`src/tet_pkg.sv`:
```
`timescale 1ns / 1ps
package tet_pkg;
  localparam int DEPTH_DEF = 16;
  localparam int TIME_BITS_DEF = 48;
  localparam int ID_BITS_DEF = 16;
  localparam int ORDER_BITS = 16;

  typedef enum logic [1:0] {
    REQ_REGISTER = 2'd0,
    REQ_DELETE   = 2'd1,
    REQ_CHECK    = 2'd2,
    REQ_COLLECT  = 2'd3
  } req_t;

  typedef enum logic [1:0] {
    ST_OK       = 2'd0,
    ST_DUP      = 2'd1,
    ST_FULL     = 2'd2,
    ST_NOTFOUND = 2'd3
  } status_t;

  // controller to datapath
  typedef struct packed {
    logic load;     // capture request
    logic scan;     // one slot per cycle: match and free slot
    logic scan_clr; // start of a scan pass
    logic apply;    // commit register or delete
    logic pick_clr; // start of a collect selection pass
    logic pick;     // compare one slot against current best
    logic emit;     // retire current best into output register
  } cmd_t;

  // datapath to controller
  typedef struct packed {
    logic scan_done;
    logic pick_done;
    logic more;     // selection pass saw a second candidate
  } stat_t;
endpackage

```
`src/tet_datapath.sv`:
```
`timescale 1ns / 1ps
module tet_datapath #(
  parameter int DEPTH = tet_pkg::DEPTH_DEF
) (
  input  logic                 clk,
  input  logic                 rst,
  input  tet_pkg::cmd_t        cmd,
  output tet_pkg::stat_t       stat,
  input  logic [1:0]           req_type,
  input  logic [15:0]          timer_id,
  input  logic [47:0]          expiry_time,
  input  logic [7:0]           priority_req,
  output logic [1:0]           status,
  output logic                 is_registered,
  output logic                 item_valid,
  output logic [15:0]          timer_id_out,
  output logic [7:0]           priority_out,
  output logic [4:0]           entry_count,
  output logic                 next_valid,
  output logic [47:0]          next_expiry
);
  localparam int TIME_BITS = tet_pkg::TIME_BITS_DEF;
  localparam int ID_BITS = tet_pkg::ID_BITS_DEF;
  localparam int IW = $clog2(DEPTH);
  localparam int CW = $clog2(DEPTH + 1);
  localparam int OB = tet_pkg::ORDER_BITS;

  logic [DEPTH-1:0]     slot_valid;
  logic [DEPTH-1:0]     slot_done;
  logic [ID_BITS-1:0]   slot_id [DEPTH];
  logic [TIME_BITS-1:0] slot_expiry [DEPTH];
  logic [7:0]           slot_priority [DEPTH];
  logic [OB-1:0]        slot_order [DEPTH];
  logic [OB-1:0]        order_counter;
  logic [CW-1:0]        live_count;

  logic [1:0]           rq;
  logic [ID_BITS-1:0]   rid;
  logic [TIME_BITS-1:0] rt;
  logic [7:0]           rprio;

  logic [IW:0]          idx;
  logic                 hit, has_free;
  logic [IW-1:0]        hit_idx, free_idx;
  logic                 any;
  logic [TIME_BITS-1:0] earliest;

  logic                 best_ok, more;
  logic [IW-1:0]        best_idx;
  logic [7:0]           best_prio;
  logic [OB-1:0]        best_age;

  logic [IW-1:0]        i;
  logic                 cand, better;
  logic [OB-1:0]        age;

  assign i = idx[IW-1:0];
  assign age = order_counter - slot_order[i];
  assign cand = slot_valid[i] && !slot_done[i] && slot_expiry[i] == rt;
  // equal priority goes to the older entry; lower index wins full ties, which the ascending sweep gives for free
  assign better = !best_ok || slot_priority[i] > best_prio ||
                  (slot_priority[i] == best_prio && age > best_age);

  assign stat.scan_done = idx == {1'b0, IW'(DEPTH - 1)};
  assign stat.pick_done = idx == {1'b0, IW'(DEPTH - 1)};
  assign stat.more = more;

  always_ff @(posedge clk) begin
    if (rst) begin
      slot_valid <= '0;
      order_counter <= '0;
      live_count <= '0;
      idx <= '0;
      item_valid <= 1'b0;
    end else begin
      if (cmd.load) begin
        rq <= req_type;
        rid <= timer_id[ID_BITS-1:0];
        rt <= expiry_time[TIME_BITS-1:0];
        rprio <= priority_req;
        slot_done <= '0;
      end
      if (cmd.scan_clr || cmd.pick_clr) begin
        idx <= '0;
        hit <= 1'b0;
        has_free <= 1'b0;
        best_ok <= 1'b0;
        more <= 1'b0;
      end else if (cmd.scan) begin
        idx <= idx + 1'b1;
        if (slot_valid[i] && slot_id[i] == rid && slot_expiry[i] == rt && !hit) begin
          hit <= 1'b1;
          hit_idx <= i;
        end
        if (!slot_valid[i] && !has_free) begin
          has_free <= 1'b1;
          free_idx <= i;
        end
      end else if (cmd.pick) begin
        idx <= idx + 1'b1;
        if (cand && better) begin
          best_ok <= 1'b1;
          best_idx <= i;
          best_prio <= slot_priority[i];
          best_age <= age;
        end
        if (cand && best_ok) more <= 1'b1;
      end
      if (cmd.apply) begin
        is_registered <= (tet_pkg::req_t'(rq) == tet_pkg::REQ_CHECK) && hit;
        item_valid <= 1'b0;
        timer_id_out <= '0;
        priority_out <= '0;
        case (tet_pkg::req_t'(rq))
          tet_pkg::REQ_REGISTER: begin
            if (hit) status <= tet_pkg::ST_DUP;
            else if (!has_free) status <= tet_pkg::ST_FULL;
            else begin
              status <= tet_pkg::ST_OK;
              slot_valid[free_idx] <= 1'b1;
              slot_id[free_idx] <= rid;
              slot_expiry[free_idx] <= rt;
              slot_priority[free_idx] <= rprio;
              slot_order[free_idx] <= order_counter;
              order_counter <= order_counter + 1'b1;
              live_count <= live_count + 1'b1;
            end
          end
          tet_pkg::REQ_DELETE: begin
            if (hit) begin
              status <= tet_pkg::ST_OK;
              slot_valid[hit_idx] <= 1'b0;
              live_count <= live_count - 1'b1;
            end else status <= tet_pkg::ST_NOTFOUND;
          end
          tet_pkg::REQ_CHECK: status <= tet_pkg::ST_OK;
          default: status <= tet_pkg::ST_OK;
        endcase
      end
      if (cmd.emit) begin
        status <= tet_pkg::ST_OK;
        is_registered <= 1'b0;
        item_valid <= best_ok;
        timer_id_out <= best_ok ? 16'(slot_id[best_idx]) : '0;
        priority_out <= best_ok ? slot_priority[best_idx] : '0;
        if (best_ok) slot_done[best_idx] <= 1'b1;
      end
    end
  end

  // earliest expiry: tracked over the slots after each change, one slot a cycle
  logic [IW-1:0]        e_idx;
  logic                 e_any;
  logic [TIME_BITS-1:0] e_min;
  logic                 e_take;
  assign e_take = slot_valid[e_idx] && (!e_any || slot_expiry[e_idx] < e_min);
  always_ff @(posedge clk) begin
    if (rst) begin
      e_idx <= '0;
      e_any <= 1'b0;
      any <= 1'b0;
    end else begin
      if (cmd.apply || cmd.load) begin
        e_idx <= '0;
        e_any <= 1'b0;
      end else if (e_idx == IW'(DEPTH - 1)) begin
        e_idx <= '0;
        any <= e_any || slot_valid[e_idx];
        earliest <= e_take ? slot_expiry[e_idx] : e_min;
        e_any <= 1'b0;
      end else begin
        e_idx <= e_idx + 1'b1;
        if (e_take) begin
          e_any <= 1'b1;
          e_min <= slot_expiry[e_idx];
        end
      end
    end
  end

  assign entry_count = 5'(live_count);
  assign next_valid = any;
  assign next_expiry = any ? 48'(earliest) : '0;
endmodule

```
`src/tet_ctrl.sv`:
```
`timescale 1ns / 1ps
module tet_ctrl #(
  parameter int DEPTH = tet_pkg::DEPTH_DEF
) (
  input  logic           clk,
  input  logic           rst,
  input  logic           in_valid,
  output logic           in_stall,
  input  logic [1:0]     req_type,
  output logic           out_valid,
  input  logic           out_stall,
  output logic           last,
  output tet_pkg::cmd_t  cmd,
  input  tet_pkg::stat_t stat
);
  localparam int WW = $clog2(DEPTH + 1);

  typedef enum logic [7:0] {
    S_IDLE  = 8'b00000001,
    S_SCAN  = 8'b00000010,
    S_APPLY = 8'b00000100,
    S_SUM   = 8'b00001000,
    S_PICK  = 8'b00010000,
    S_EMIT  = 8'b00100000,
    S_OUT   = 8'b01000000,
    S_LAST  = 8'b10000000
  } state_t;

  state_t state, state_next;
  logic [WW-1:0] wait_cnt;

  assign in_stall = state != S_IDLE;

  always_comb begin
    cmd = '0;
    state_next = state;
    case (state)
      S_IDLE: if (in_valid) begin
        cmd.load = 1'b1;
        cmd.scan_clr = 1'b1;
        state_next = (tet_pkg::req_t'(req_type) == tet_pkg::REQ_COLLECT) ? S_PICK : S_SCAN;
      end
      S_SCAN: begin
        cmd.scan = 1'b1;
        if (stat.scan_done) state_next = S_APPLY;
      end
      S_APPLY: begin
        cmd.apply = 1'b1;
        state_next = S_SUM;
      end
      S_SUM: if (wait_cnt == '0) state_next = S_LAST;
      S_PICK: begin
        cmd.pick = 1'b1;
        if (stat.pick_done) state_next = S_EMIT;
      end
      S_EMIT: begin
        cmd.emit = 1'b1;
        state_next = S_OUT;
      end
      S_OUT: if (!out_stall) begin
        if (last) state_next = S_IDLE;
        else begin
          cmd.pick_clr = 1'b1;
          state_next = S_PICK;
        end
      end
      S_LAST: if (!out_stall || !out_valid) state_next = S_IDLE;
      default: state_next = S_IDLE;
    endcase
  end

  // A pick pass also tells whether another match remains, so the collect item
  // goes out with its last flag already known.
  always_ff @(posedge clk) begin
    if (rst) begin
      state <= S_IDLE;
      out_valid <= 1'b0;
      last <= 1'b0;
      wait_cnt <= '0;
    end else begin
      state <= state_next;
      if (out_valid && !out_stall) out_valid <= 1'b0;
      if (state == S_APPLY) wait_cnt <= WW'(DEPTH);
      else if (wait_cnt != '0) wait_cnt <= wait_cnt - 1'b1;
      if (state == S_SUM && wait_cnt == '0) begin
        out_valid <= 1'b1;
        last <= 1'b1;
      end
      if (state == S_EMIT) begin
        out_valid <= 1'b1;
        last <= !stat.more;
      end
    end
  end
endmodule

```
`src/timer_expiry_table.sv`:
```
`timescale 1ns / 1ps
// timer_expiry_table: bounded timer table with ordered collect.
// Sequence: a register/delete/check runs one scan pass, then waits out one pass that
// refreshes the earliest expiry before its result; a collect runs one pick pass per
// result. Only one request is handled at a time; out_stall holds a result until taken.
// Reset: rst (synchronous) empties the table and clears the order stamp and count.
module timer_expiry_table #(
  parameter int DEPTH = tet_pkg::DEPTH_DEF
) (
  input  logic        clk,
  input  logic        rst,
  input  logic        in_valid,
  output logic        in_stall,
  input  logic [1:0]  req_type,
  input  logic [15:0] timer_id,
  input  logic [47:0] expiry_time,
  input  logic [7:0]  priority_req,
  output logic        out_valid,
  input  logic        out_stall,
  output logic [1:0]  status,
  output logic        is_registered,
  output logic        item_valid,
  output logic [15:0] timer_id_out,
  output logic [7:0]  priority_out,
  output logic        last,
  output logic [4:0]  entry_count,
  output logic        next_valid,
  output logic [47:0] next_expiry
);
  tet_pkg::cmd_t  cmd;
  tet_pkg::stat_t stat;

  // Control: takes one request transfer, sequences scan, apply and pick passes,
  // and owns the result handshake. Input stays stalled until the final result
  // of the request has been transferred.
  tet_ctrl #(.DEPTH(DEPTH)) u_ctrl (
    .clk, .rst, .in_valid, .in_stall, .req_type,
    .out_valid, .out_stall, .last,
    .cmd, .stat
  );

  // Datapath: holds the table and the result fields. Result fields are registers
  // that only change on apply or emit, so they hold while a transfer is stalled.
  // Entry count is read straight from the table state; earliest expiry is a register kept by a background sweep.
  tet_datapath #(.DEPTH(DEPTH)) u_dp (
    .clk, .rst, .cmd, .stat,
    .req_type, .timer_id, .expiry_time, .priority_req,
    .status, .is_registered, .item_valid,
    .timer_id_out, .priority_out,
    .entry_count, .next_valid, .next_expiry
  );
endmodule
```
`config.mk`:
```
export PLATFORM = sky130hd
export DESIGN_NAME = timer_expiry_table
export DESIGN_NICKNAME = d
export VERILOG_FILES = /design/src/tet_pkg.sv /design/src/tet_datapath.sv /design/src/tet_ctrl.sv /design/src/timer_expiry_table.sv
export SDC_FILE = /design/constraint.sdc
export NUM_CORES = 2
export LEC_CHECK = 0
export BUFFER_PORTS_ARGS = -buffer_cell sky130_fd_sc_hd__buf_2
export CORE_MARGIN = 10
export CORE_UTILIZATION = 35
export CTS_BUF_LIST = sky130_fd_sc_hd__clkbuf_4
export DETAILED_ROUTE_END_ITERATION = 16
export GPL_TIMING_DRIVEN = 0
export REMOVE_ABC_BUFFERS = 1
export SYNTH_ARGS = -nofsm -noshare
export SYNTH_HDL_FRONTEND = slang
export SYNTH_SLANG_ARGS = --single-unit
export TNS_END_PERCENT = 10
```
`constraint.sdc`:
```
create_clock -name clk -period 23.2 [get_ports clk]
set_input_delay 2.32 -clock clk [delete_from_list [all_inputs] [get_ports clk]]
set_output_delay 2.32 -clock clk [all_outputs]
set_load 0.01 [all_outputs]
```
==> impl_metrics.toml <==
[status]
status = "complete, no violations"

[run]
maxCapViolations = 0

[floorplanning]
die_h_microns = 492
num_rows = 173
io-pin-count = 163
start_util_pct = 35.2
core_sq_um = 222000
die_w_microns = 492
design.die.area_sq_um = 242000

[logic_synthesis]
synth-main-ff-cell = "edfxtp_1"
yosys-top-cells-count = "edfxtp_1 (1661), mux4_2 (679), mux2i_1 (192), clkbuf_1 (114), nor2_1 (114)"
synth-seq-cells = 1733
ys_types = 77
synth_most_common_cell = "edfxtp_1"
avgSynthCellArea_sq_um = 19.3
syn_area_sq_um = 78100
yosysWarnings = 0
synth_edf_count = 1661
post-synth-top-area-cell = "edfxtp_1"
synth_top_area_share_pct = 63.9
ys_seq_area_share_pct = 65.7
async_reset_ff_share_pct = 0
syn-instance-count = 4056
yosys-top-cells-area = "edfxtp_1 (64%), mux4_2 (20%), mux2i_1 (2.5%)"

[clocking]
cts.sinks = 1733
cts_tree = "yes"
clock_latency_ps = 1400
cts_resized = 0
cts_buffers = 429
cts_root_buffer = "clkbuf_4"
htree_levels = 5
hold_buffers = 0
post-cts-setup-buffers = 0
clkTransAtPathRegs_ps = 80
clk_path_buf_depth = 4

[place]
numPortBuffers = 162
dp_slack_ps = 15800
hpwlAfterDp_mm = 135
place_congestion = 0.764

[global_routing]
grt_pass1_vias = 45000
grt_pass1_wl_mm = 310
grt_max_degree = 58
overflow = 0
track_usage_pct = 17.2
antenna_found_initial = 9

[drt]
vias_per_cell = 5.48
drt-total-wl_mm = 213
num_vias = 43000
post-route-drc-count = 0
ant_nets = 0
dr.first_iter.drc_count = 4071
wl_per_cell_microns = 27.1
dr.pass1.iters = 5

[timing]
rsz0062_at_grt = "false"
skew_ps = 122
hold_violations = 0
finalCritPeriodShare_pct = 32.0
max_slew_margin_pct = 6.00
worst_slack_ps = 15770
worst_slew_pin_slew_ps = 1410
max_freq_mhz = 135
setup_viol = 0
holdWs_ps = 467
min_period_ps = 7430
slew_viol_final = 0

[final_layout]
final_util_pct = 40.6
area_delta_synth_final_pct = 15.3
drive_above_1_share_pct = 35.5
nNetsFinal = 4738

[pwr]
p_leak_nw = 28.5
p_clk_share_pct = 33.4
vdd_ir_drop_max_uv = 65.1
p_per_area_nw_per_um2 = 80.4
netSwitchingPower_w = 0.00192
p_seq_share_pct = 51.3
p_int_w = 0.00533
switching_share_pct = 26.5
power_frac_comb_pct = 15.3

[setup_path]
crit_fanout = 27
cp_slowest_cell = "nor4_2"
r2r_slack_ps = 15770
critPathRequiredTime_ps = 24230
crit_type = "reg2reg"
start_kind = "flip-flop"
max_stage_delay_ps = 700
cpMostUsedCell = "a21oi_1"
cp.arrival_ps = 8470
endpoint = "u_dp.best_age[4]$_DFFE_PP_"
worstRegToRegCells = 25
r2r_end = "u_dp.best_age[4]$_DFFE_PP_"
worstSetupEndpointType = "flip-flop"
cpLargestDelayFamily = "compound AO/OA/AOI/OAI gates"
crit_cells = 25
path_buf_inv = 6

[hold_path]
hp-class = "reg2reg"
## area by class of cell
class                   instances  area [sq um]
fillers                     19900        132000
flip-flops and latches       1733         51400
multi-input cells            1982         25400
clock buffers                 598          4490
repair buffers                306          4050
well taps                    2975          3720
clock inverters               132           576
inverters                     111           422
diodes                         13          32.5
## logic make-up (layout without fill, tap and decap cells)
family / after synthesis / in the layout / synth area share [%]
adder cells (fa/ha/maj): 97 / 97 / 1.57
AND/OR/NAND/NOR: 481 / 481 / 3.22
XOR/XNOR: 156 / 156 / 1.75
buffers and inverters: 341 / 1147 / 2.00
other: 0 / 13 / 0
AO/OA/AOI/OAI: 311 / 311 / 2.71
flip-flops: 1733 / 1733 / 65.7
multiplexers: 937 / 937 / 23.0
## per-layer routing
| metal | routed length [microns] | vias to the layer above | track usage, % |
|---|---|---|---|
| li1 | - | 18200 | - |
| met1 | 88200 | 22700 | 22.5 |
| met2 | 105000 | 1648 | 28.5 |
| met3 | 13300 | 371 | 3.43 |
| met4 | 6500 | 4 | 5.95 |
| met5 | 27 | - | 0 |
## through the flow
stage	std cells	TNS (ps)	area, sq um	power, W
after global routing	7848	0	90100	0.00759
after global placement	6963	-432280	81500	0.00532
after floorplan	3826	0	77000	0.00479
after detailed placement	7107	0	85000	0.00490
final	7850	0	90100	0.00724
after CTS	7837	0	90000	0.00734
## worst min-delay path by stage
stage,endpoint,from,cells after the start,slack [ps]
after CTS,u_ctrl.last$_SDFFE_PP0P_,u_dp.more$_SDFFCE_PN0P_,1,470
after global placement,u_ctrl.last$_SDFFE_PP0P_,u_dp.more$_SDFFCE_PN0P_,1,450
after floorplan,u_ctrl.last$_SDFFE_PP0P_,u_dp.more$_SDFFCE_PN0P_,1,410
after global routing,u_dp.item_valid$_SDFFE_PP0N_,u_dp.item_valid$_SDFFE_PP0N_,2,480
after detailed placement,u_ctrl.last$_SDFFE_PP0P_,u_dp.more$_SDFFCE_PN0P_,1,450
final,u_ctrl.last$_SDFFE_PP0P_,u_dp.more$_SDFFCE_PN0P_,1,470
## state kept, by name, indices dropped and copies added, names as in the netlist, 16 cells and up, named ones only
name / flops
u_dp.earliest: 48
u_dp.slot_id: 256
u_dp.order_counter: 16
u_dp.e_min: 48
u_dp.slot_expiry: 768
u_dp.rid: 16
u_dp.slot_done: 16
u_dp.rt: 48
u_dp.slot_valid: 16
u_dp.best_age: 16
u_dp.timer_id_out: 16
u_dp.slot_order: 256
u_dp.slot_priority: 128
## worst register-to-register path: stages, from the launching register on
cell and delay (ps):
dfxtp_4 690, buf_16 300, buf_16 280, mux4_2 540, mux4_2 470, inv_1 110
ha_1 230, nor2b_1 130, o21ai_0 220, a21oi_1 160, o211ai_1 260, a21oi_1 150
o31ai_1 480, o2111ai_1 190, a21oi_1 230, xnor2_1 130, ha_1 310, nand4_1 140
nor2_1 190, o2111ai_1 130, o211ai_1 180, a21oi_1 220, nor4_2 710, buf_4 270
buf_4 170, buf_4 180
## layout by cell type, fill, tap and decap left out, drive strengths merged, types with 4 or more instances in the layout
master	instances
a21o	19
o22ai	7
mux2i	192
nor4	9
a31o	5
o21ai	32
a221oi	7
o211ai	7
o21a	4
or3	15
nand3	31
a211oi	64
a21oi	82
clkinv	129
nand4b	4
xnor2	91
o31ai	6
nand3b	9
nor3	43
dfxtp	72
xor2	65
nand2	78
ha	95
clkbuf	598
and2	56
nand2b	11
a22o	10
a2111oi	5
mux4	682
edfxtp	1661
buf	306
nor2b	48
a22oi	39
nor2	114
nand4	34
mux2	63
inv	112
diode	13
and3	10
## power groups by stage
stage / Sequential [W] / Clock, W / Combinational (W)
floorplan: 0.00384 / 0 / 0.000950
global placement: 0.00397 / 0 / 0.00135
detailed placement: 0.00379 / 0 / 0.00112
CTS: 0.00372 / 0.00250 / 0.00112
global route: 0.00373 / 0.00266 / 0.00119
finish: 0.00372 / 0.00242 / 0.00111
Power figures use the tool's default switching activity.
